<file path="src/rtl/core/art_pkg.sv">
// Shared types, codes and constants for the acknowledgement retransmit table.
// Used by art_ctrl, art_dp and ack_retransmit_table; depends on nothing.
package art_pkg;

   // Default sizing of the table.
   localparam int ART_TABLE_DEPTH = 32;
   localparam int ART_MAX_TRIES   = 7;

   // Reset value of the pending limit register.
   localparam logic [5:0] ART_LIMIT_RESET = 6'd32;

   // Request action codes.
   typedef enum logic [1:0] {
      ACT_REGISTER = 2'd0,
      ACT_ACK      = 2'd1,
      ACT_SCAN     = 2'd2,
      ACT_NONE     = 2'd3
   } act_type;

   // Response kind codes.
   typedef enum logic [2:0] {
      KIND_REGISTERED  = 3'd0,
      KIND_DUPLICATE   = 3'd1,
      KIND_FULL        = 3'd2,
      KIND_ACK_REMOVED = 3'd3,
      KIND_ACK_UNKNOWN = 3'd4,
      KIND_ACK_MISMATCH = 3'd5,
      KIND_RESEND      = 3'd6,
      KIND_SCAN_DONE   = 3'd7
   } kind_type;

   // Controller states.
   typedef enum logic [1:0] {
      S_IDLE,
      S_WALK,
      S_FINISH
   } ctrl_state_type;

   // One table entry as held in the entry memory.
   typedef struct packed {
      logic [31:0] message_id;
      logic [31:0] client_id;
      logic [31:0] peer_ip;
      logic [15:0] peer_port;
      logic [31:0] send_time;
      logic [2:0]  retries;
   } entry_type;

   // Commands from the controller to the datapath.
   typedef struct packed {
      logic load;
      logic adv;
      logic finish;
   } cmd_type;

   // Status from the datapath to the controller.
   typedef struct packed {
      logic emit_req;
      logic walk_done;
      logic out_free;
   } sts_type;

   // Resend delay in ms for a retry index; indexes past the list use the last delay.
   function automatic logic [31:0] delay_ms(input logic [2:0] idx);
      logic [31:0] d;
      case (idx)
         3'd0: d = 32'd125;
         3'd1: d = 32'd250;
         3'd2: d = 32'd500;
         3'd3: d = 32'd750;
         3'd4: d = 32'd1000;
         3'd5: d = 32'd2000;
         default: d = 32'd5000;
      endcase
      return d;
   endfunction

endpackage

</file>
<file path="src/rtl/core/art_ctrl.sv">
// Controller state machine of the acknowledgement retransmit table.
// Depends on art_pkg; drives the datapath art_dp through command signals.
module art_ctrl
   import art_pkg::*;
(
   input  logic    clock,
   input  logic    reset,
   input  logic    req_valid,
   input  logic [1:0] req_action,
   output logic    req_stall,
   input  sts_type sts,
   output cmd_type cmd
);

   ctrl_state_type state_ff, state_in;

   // Next state.
   always_comb begin
      state_in = state_ff;
      case (state_ff)
         S_IDLE: begin
            if (req_valid && (act_type'(req_action) != ACT_NONE)) state_in = S_WALK;
         end
         S_WALK: begin
            if (sts.walk_done) state_in = S_FINISH;
         end
         S_FINISH: begin
            if (sts.out_free) state_in = S_IDLE;
         end
         default: state_in = S_IDLE;
      endcase
   end

   // Outputs.
   always_comb begin
      cmd       = '0;
      req_stall = 1'b1;
      case (state_ff)
         S_IDLE: begin
            req_stall = 1'b0;
            cmd.load  = req_valid;
         end
         S_WALK: begin
            // Hold the walk while a resend waits for room in the output register.
            cmd.adv = !sts.walk_done && !(sts.emit_req && !sts.out_free);
         end
         S_FINISH: begin
            cmd.finish = sts.out_free;
         end
         default: cmd = '0;
      endcase
   end

   // State register.
   always_ff @(posedge clock) begin
      if (reset) begin
         state_ff <= S_IDLE;
      end else begin
         state_ff <= state_in;
      end
   end

   // The final result is only issued when the output register can take it.
   a_finish_free: assert property (@(posedge clock) disable iff (reset)
      cmd.finish |-> sts.out_free) else $error("final result issued into a full output");

   // The walk never advances outside the walk state.
   a_adv_walk: assert property (@(posedge clock) disable iff (reset)
      cmd.adv |-> (state_ff == S_WALK)) else $error("walk advanced outside walk state");

   // A transaction is only loaded while idle.
   a_load_idle: assert property (@(posedge clock) disable iff (reset)
      cmd.load |-> (state_ff == S_IDLE) && !req_stall) else $error("load while busy");

endmodule

</file>
<file path="config.mk">
export PLATFORM = sky130hd
export DESIGN_NAME = art_ctrl
export DESIGN_NICKNAME = d
export VERILOG_FILES = /design/src/rtl/core/art_pkg.sv /design/src/rtl/core/art_ctrl.sv
export SDC_FILE = /design/constraint.sdc
export NUM_CORES = 1
export LEC_CHECK = 0
export ABC_AREA = 1
export BUFFER_PORTS_ARGS = -buffer_cell sky130_fd_sc_hd__buf_2
export CORE_AREA = 2 2 39 41
export DETAILED_ROUTE_END_ITERATION = 6
export DIE_AREA = 0 0 41 43
export GPL_TIMING_DRIVEN = 0
export SLEW_MARGIN = 20
export SYNTH_ARGS = -nofsm -noshare
export SYNTH_HDL_FRONTEND = slang
export SYNTH_SLANG_ARGS = --single-unit
</file>
<file path="constraint.sdc">
create_clock -name clock -period 2.9 [get_ports clock]
set_clock_uncertainty 0.2 [all_clocks]
set_input_delay 0.87 -clock clock [delete_from_list [all_inputs] [get_ports clock]]
set_output_delay 0.87 -clock clock [all_outputs]
set_load 0.02 [all_outputs]
</file>
; ---- Word level (Yosys, flattened, before mapping)
; Index checks and enable logic that the tools add are counted.
[totals]
in_bits = 8
word_cells = 23
regBits = 2
[op_classes]
eq_ne = 6
n_reduce_logical = 8
n_mux = 8
[op_table]
columns = op, count
row1 = $ne A2 B2 Y1 const B, 4
row2 = $mux W2, 3
row3 = $pmux W2 S3, 1
row4 = $mux W1, 4
row5 = $logic_and A1 B1 Y1, 3
row6 = $logic_not A1 Y1, 3
row7 = $reduce_and A3 Y1, 1
row8 = $eq A2 B1 Y1 const B, 1
row9 = $eq A2 B2 Y1 const B, 1
row10 = $logic_not A2 Y1, 1

; ---- Logic depth before layout (Yosys ltp)
; Gate-level depths: netlist of run 1.
[depth]
ltp_word = 5
depth_mapped = 4
ltp_nobuf = 4

; ---- Worst setup path before layout of run 1
; OpenSTA, ideal clock, no wires.
[synth_timing]
kind = input-to-output
start = input port sts[1] (netlist name)
end = output port cmd[1] (netlist name)
arrival_ns = 1.377
cell_stages = 2
required_ns = 1.830
path_slack_ns = 0.453
cell_sequence = nand3b_1 a21oi_1
[synth_rtl]
columns = element, line
row1 = "start, declared", art_ctrl.sv:11  ; input sts_type sts,
row2 = "end, declared", art_ctrl.sv:12  ; output cmd_type cmd

==> results of run 1 <==
==> final cells by class <==
cell class              instances  area share (%)
multi-input cells              12            27.8
repair buffers                 11            26.0
flip-flops and latches          2            18.9
clock buffers                   3            10.7
well taps                      16            9.47
inverters                       4            7.10
==> cell families (layout without fill, tap and decap cells) <==
family	Yosys count	in the layout	share of synthesized area, %
buffers and inverters	4	18	13.2
and+or+nand+nor	9	9	38.5
AOI/OAI and AO/OA	3	3	13.2
DFF	2	2	35.2
==> layer usage <==
layer / share of wire [%] / track usage, %
met5: 0 / 0
met4: 3.9 / 6.00
met3: 17 / 6.28
met2: 40 / 5.31
met1: 39 / 2.55
==> per-stage QoR <==
| step | instance area [µm²] | total power [mW] | hold slack (ns) | setup WS, ns | cells |
|---|---|---|---|---|---|
| 5_1_grt | 211 | 0.126 | 0.368 | 0.349 | 48 |
| 4_1_cts | 211 | 0.120 | 0.343 | 0.394 | 48 |
| 3_5_place_dp | 189 | 0.0522 | 0.335 | 0.395 | 45 |
| 3_3_place_gp | 189 | 0.0519 | 0.332 | 0.398 | 45 |
| 6_report | 211 | 0.115 | 0.337 | 0.398 | 48 |
| 2_1_floorplan | 114 | 0.0429 | 0.304 | 0.453 | 18 |
==> cell usage in the layout, fill, tap and decap left out, drive strengths merged <==
cell type,n
buf,11
clkbuf,3
nand2,2
nand3,2
a21oi,3
nand3b,1
inv,4
nor2,3
nor3,1
dfxtp,2
==> synthesized netlist by cell type, drive strengths merged <==
cell type  count
nand3          2
nand2          2
nor2           3
nor3           1
dfxtp          2
nand3b         1
inv            4
a21oi          3
==> power breakdown <==
group,total (mW),internal (mW),switching [mW],leakage [nW]
combinational,0.0204,0.00895,0.0115,0.0866
sequential,0.0312,0.0294,0.00181,0.0164
clock,0.0638,0.0458,0.0180,0.0138
total,0.115,0.0842,0.0313,0.117
==> critical path, delay by kind of cell <==
kind / cells / cell delay (ns)
AO/OA/AOI/OAI: 1 / 0.12
buffers and inverters: 2 / 0.27
AND/OR/NAND/NOR: 1 / 0.17
==> path summary, 6_finish.rpt <==
| path | startpoint | slack (ns) | endpoint |
|---|---|---|---|
| worst max-delay path | sts[1] | 0.40 | cmd[1] |
| worst min-delay path | state_ff[1] | 0.34 | state_ff[0] |
| worst max register to register | state_ff[1] | 1.95 | state_ff[1] |
| worst min register to register | state_ff[1] | 0.34 | state_ff[0] |
==> impl.org, run 1 <==
** Outcome
- The run finished with clean final reports.

** Placed design
- In this run the tool buffered the top-level ports with 11 buffer cells.
- Detailed placement finished with a half-perimeter wire length of 237 µm.
- Final weighted congestion in routability-driven placement :: about 0.45

** Worst setup path
- At the worst endpoint, the required time is 1.83 ns.
- The most numerous cell type found on the critical path is buf_2.
- The critical path is of the in2out type.
- CP peak stage delay :: 0.17 ns
- Crit start category :: primary input
- STA classifies the critical path endpoint as a primary output.
- For the worst setup path, the data arrival time is 1.43 ns.
- Reg2reg path depth :: 4
- The slowest stage of the critical path belongs to the cell nand3b_1.
- Series of cell instances along the critical path :: buf_2, nand3b_1, a21oi_1, buf_2
- Of all nets on the critical path, the largest fanout is 2.

** STA
- For the pin with the worst max-slew slack, the measured transition is 0.179 ns.
- The max-slew violation count is 0.
- Hold violation total from the final report :: 0
- Number of setup violations in the final report :: 0
- Based on the critical path, the design can be clocked at up to around 0.4 GHz.
- Setup_tns :: 0 ns
- Slew headroom :: 88.1%
- Tcrit/Tclk final :: between 80 and 90%
- Min cycle time layout :: 2.50 ns
- Setup repair after global routing missed its margin :: false

** Floorplan
- The die covers 0.00176 mm².
- Boundary Pins :: 12
- Die Span X :: 41 µm
- Num rows :: 14
- Height of the chip :: 43 µm
- The initial utilization of the core area, before any placement, comes to 8.23%.
- The core region is about 0.0014 mm².

** GRT
- The total overflow left after global routing is 0.
- The first global-routing pass estimated 427 µm of wire.
- The number of antenna violations at the first check in global routing was 0.
- Number of global-route vias before repair :: approximately 130
- Pin count of the biggest net entering global routing :: 6
- Global routing consumed, over all layers together, approximately 4.6% of the routing resources.

** Hold path
- Hold Path Class :: reg2reg
- Counting instances, the worst hold path has a depth of 3.

** CTS
- CTS built an H-tree with a depth of 1.
- CTS placed an instance of clkbuf_4 at the clock tree root.
- Clock sinks :: 2
- TritonCTS built the clock tree.
- Number of setup buffers added after CTS :: 0
- Clock edge transition at the registers on the reported setup and hold paths :: 0.03 ns
- Inserted Clock Buffers :: 3
- The number of hold buffers added after CTS was 0.
- Quantity of gates resized following cts :: 0
- The clock reaches the later pin of the worst-skew pair after 0.23 ns.
- Clk buf depth :: 2

** Drt
- Via total after detailed routing :: 166
- After detailed routing, the total wire length is 306 µm.
- After detailed routing, the number of vias per cell comes to 3.46.
- After detailed routing, the number of remaining DRC violations is 0.
- The first routing iteration left 4 violations.
- Routed Antenna Nets :: 0
- The first TritonRoute pass finished after 4 iterations.
- Avg WL per Cell :: 6.38 µm

** Layout
- Nets :: 42
- In the final layout, the registers with the most flip-flops are state_ff: 2 flops.
- state_ff holds more flip-flops than any other register.
- Count of antenna diodes in the layout :: 0
- The register with the most flip-flops in the layout has 2 of them.
- The post-route netlist has 46.9% of its cells at a drive strength greater than 1.
- Multi-input logic area :: 58.8 µm²
- Layout area overhead :: 85.7%
- Area occupied by registers :: 40.0 µm²
- The layout has 154 filler cells.
- Finished Core Util :: between 15 and 20%

** Power and ir drop
- PD cells :: around 550 mW/mm²
- VDD sags by at most 0.0787 mV.
- Leakage :: 0.117 nW

** Synth
- Library cell occupying the most area in the post-synthesis netlist :: dfxtp_1
- The share of synthesized area in the top cell type comes to between 30% and 40%.
- Seq/Total Area, Yosys :: 35.2%
- Mean instance size in the synthesized netlist :: 6.33 µm²
- The mapped netlist covers 114 µm².
- Yosys synthesis warning count :: 0
- In this run, distinct cell masters in the synthesized netlist total 9.
- Synthesis produced a netlist with a net count of 26.
- Most area-consuming cells after synthesis :: dfxtp_1 35%, a21oi_1 13%, inv_1 13%
- Synthesis handed over a netlist of 18 instances.
- Flops & latches, synth :: 2

** Flow run
- Across the run, the number of max-cap violations was 0.
Power figures use the tool's default switching activity.
==> run 2, diff against run 1 <==
--- a/config.mk
+++ b/config.mk
@@ -7,10 +7,13 @@
 export LEC_CHECK = 0
 export ABC_AREA = 1
 export BUFFER_PORTS_ARGS = -buffer_cell sky130_fd_sc_hd__buf_2
+export CELL_PAD_IN_SITES_DETAIL_PLACEMENT = 2
+export CELL_PAD_IN_SITES_GLOBAL_PLACEMENT = 2
 export CORE_AREA = 2 2 39 41
 export DETAILED_ROUTE_END_ITERATION = 6
 export DIE_AREA = 0 0 41 43
 export GPL_TIMING_DRIVEN = 0
+export PLACE_DENSITY_LB_ADDON = 0.1
 export SLEW_MARGIN = 20
 export SYNTH_ARGS = -nofsm -noshare
 export SYNTH_HDL_FRONTEND = slang
==> run 2 against run 1 <==
Fmax is 0.96% lower. Via count is 1.8% higher. Clock power is 4.9% lower. Combinational power is 5% higher. Cell area stayed put. Critical path depth stayed put. Critical endpoint unchanged.
==> impl.org, run 2 (synthesis results as in run 1) <==
** Drt
- Residual DRC :: 0 (unchanged)
- Routed Antenna Nets :: 0 (unchanged)
- The routed wire length was 423 µm (+38%).
- Initial DRT Pass Iterations :: 2 (-2)
- The via count came to 169 (+1.8%).
- Drt via density :: 3.52 (+1.8%)
- The wire length per cell after detailed routing came to 8.81 µm (+38%).
- The first-iteration detailed-routing DRC count came to 1 (-3).

** GRT
- All-layer global routing usage :: 6.81% (+2.2 points)
- Wire length of the first global-routing pass :: 765 µm (+79%)
- The largest net degree at the start of global routing came to 6 (unchanged).
- Number of global-route vias before repair :: 216 (+62%)
- The number of antenna violations at the first check in global routing came to 0 (unchanged).
- The residual overflow from global routing was 0 (unchanged).

** Worst setup path
- Crit start category :: primary input
- The biggest fanout along the worst timing path came to 2 (unchanged).
- The required time at the endpoint of the critical path was 1.83 ns (about the same).
- Setup crit end kind :: primary output
- Critical setup path kind :: in2out
- Arrival time of data at the critical path endpoint :: 1.46 ns (+0.03 ns)

** Layout
- Layout area overhead :: 85.7% (unchanged)
- The library cell used most frequently in the layout, excluding fill and tap cells, is buf_2.
- Count of antenna diodes in the layout :: 0 (unchanged)
- The area taken by flip-flops and latches came to 40.0 µm² (unchanged).
- Register with the most flip-flops :: state_ff
- The top cell types in the final layout, fill and taps aside, are 11 x buf_2, 4 x inv_1, 3 x a21oi_1, 3 x clkbuf_4.
- The ratio of cells with drive above 1 in the final layout came to 46.9% (unchanged).
- In the final layout, the registers with the most flip-flops are state_ff: 2 flops.
- Filler cell count :: 176 (+14%)
- Nets :: 42 (unchanged)
- The footprint of the multi-input gates was 58.8 µm² (unchanged).
- Largest register FFs :: 2 (unchanged)

** STA
- Setup slack after layout :: 0.374 ns (-0.0241 ns)
- Transition time at the pin with the least slew margin :: 0.186 ns (+0.00727 ns)
- The shortest period the worst path allows is 2.53 ns (+0.0241 ns).
- Final max-slew violation count :: 0 (unchanged)
- The period utilization came to 87.1% (+0.83 points).
- Highest clock rate :: 0.396 GHz (-0.96%)
- The final count of negative-setup-slack endpoints came to 0 (unchanged).
- The setup TNS was 0 ns (unchanged).
- Setup repair after global routing missed its margin :: false
- Slew headroom :: 87.6% (-0.49 points)
- The total count of hold-check failures in the final report was 0 (unchanged).

** Power and ir drop
- Leakage :: 0.117 nW (unchanged)
- Comb pwr share :: 18.9% (+1.2 points)
- Max VDD drop :: 0.0941 mV (+20%)
- PD cells :: 536 mW/mm² (-1.8%)
- Switching power :: 29.4 µW (-5.8%)
- Relative contribution of the clock network to total power :: 53.5% (-1.8 points)
- The net switching share of the total power came to 26.0% (-1.1 points).
- Internal portion of total power :: 84.0 µW (-0.25%)
- Relative contribution of sequential cells to total power :: 27.6% (+0.6 points)

** Floorplan
- The area enclosed by the die boundary is 0.00176 mm² (unchanged).
- Effective utilization at floorplan :: 8.23% (unchanged)
- Height of the chip :: 43 µm (unchanged)
- Floorplan core area :: 0.00138 mm² (unchanged)
- Num rows :: 14 (unchanged)
- The die extent in x came to 41 µm (unchanged).
- Boundary Pins :: 12 (unchanged)

** Flow run
- The number of maximum-capacitance violations came to 0 (unchanged).

** Placed design
- HPWL after detailed placement :: 372 µm (+57%)
- The final estimated routing congestion in global placement is 0.640 (+44%).
- The worst setup slack before clock tree synthesis is 0.367 ns (-0.0280 ns).
- Number of buffers inserted by port buffering :: 11 (unchanged)

** CTS
- TritonCTS built the clock tree.
- Number of setup buffers added after CTS :: 0 (unchanged)
- Quantity of gates resized following cts :: 0 (unchanged)
- Clock sinks :: 2 (unchanged)
- Post-CTS Hold Fix Bufs :: 0 (unchanged)
- Clock root cell :: clkbuf_4
- The TritonCTS buffer count is 3 (unchanged).
- CTS H-Tree Depth :: 1 (unchanged)
- The clock latency at the later pin of the worst-skew pair was 0.22 ns (about the same).
- The clock edge transition at the registers on the reported setup and hold paths came to 0.03 ns (about the same).
- The maximum buffer depth of the clock tree is 2 (unchanged).

** Hold path
- The path class of the tightest hold or removal check is reg2reg.

** Outcome
- Run status :: completed
run 2: cell counts in the layout (fill, tap and decap cells not counted):
No cell type changed its count.
run 2: worst max-delay path: stages:
cell,delay (ns)
buf_2,0.10
nand3b_1,0.18
a21oi_1,0.13
buf_2,0.17
run 2: worst paths after layout:
check	start	to	slack, ns	cells after the start
min reg2reg	state_ff[0]	state_ff[1]	0.35	2
max reg2reg	state_ff[1]	state_ff[0]	1.93	3
max	sts[1]	cmd[1]	0.37	4
min	state_ff[0]	state_ff[1]	0.35	2
run 2: per-layer routing:
| metal | global-route usage [%] | up-vias | part of all wire (%) |
|---|---|---|---|
| met4 | 6.00 | 0 | 0 |
| met5 | 0 | - | 0 |
| li1 | - | 87 | - |
| met2 | 10.9 | 4 | 60 |
| met3 | 3.14 | 0 | 2.4 |
| met1 | 5.75 | 78 | 38 |
run 2: layout make-up:
class	count	share of cell area, %
multi-input cells	12	27.8
repair buffers	11	26.0
flip-flops and latches	2	18.9
clock buffers	3	10.7
well taps	16	9.47
inverters	4	7.10
run 2: power groups by stage:
stage	Combinational, mW	Sequential, mW	Clock, mW
6_report	0.0214	0.0313	0.0607
5_1_grt	0.0242	0.0317	0.0666
4_1_cts	0.0222	0.0315	0.0646
3_5_place_dp	0.0221	0.0319	0
3_3_place_gp	0.0211	0.0317	0
2_1_floorplan	0.0117	0.0312	0
run 2: per-stage QoR:
step / std cells / power (mW) / hold slack (ns) / cell area, µm² / utilization, %
after global placement: 45 / 0.0528 / 0.349 / 189 / 13.7
after floorplan: 18 / 0.0429 / 0.304 / 114 / -
after detailed placement: 45 / 0.0540 / 0.360 / 189 / 13.7
final: 48 / 0.113 / 0.348 / 211 / 15.3
after global routing: 48 / 0.123 / 0.389 / 211 / 15.3
after CTS: 48 / 0.118 / 0.364 / 211 / 15.3
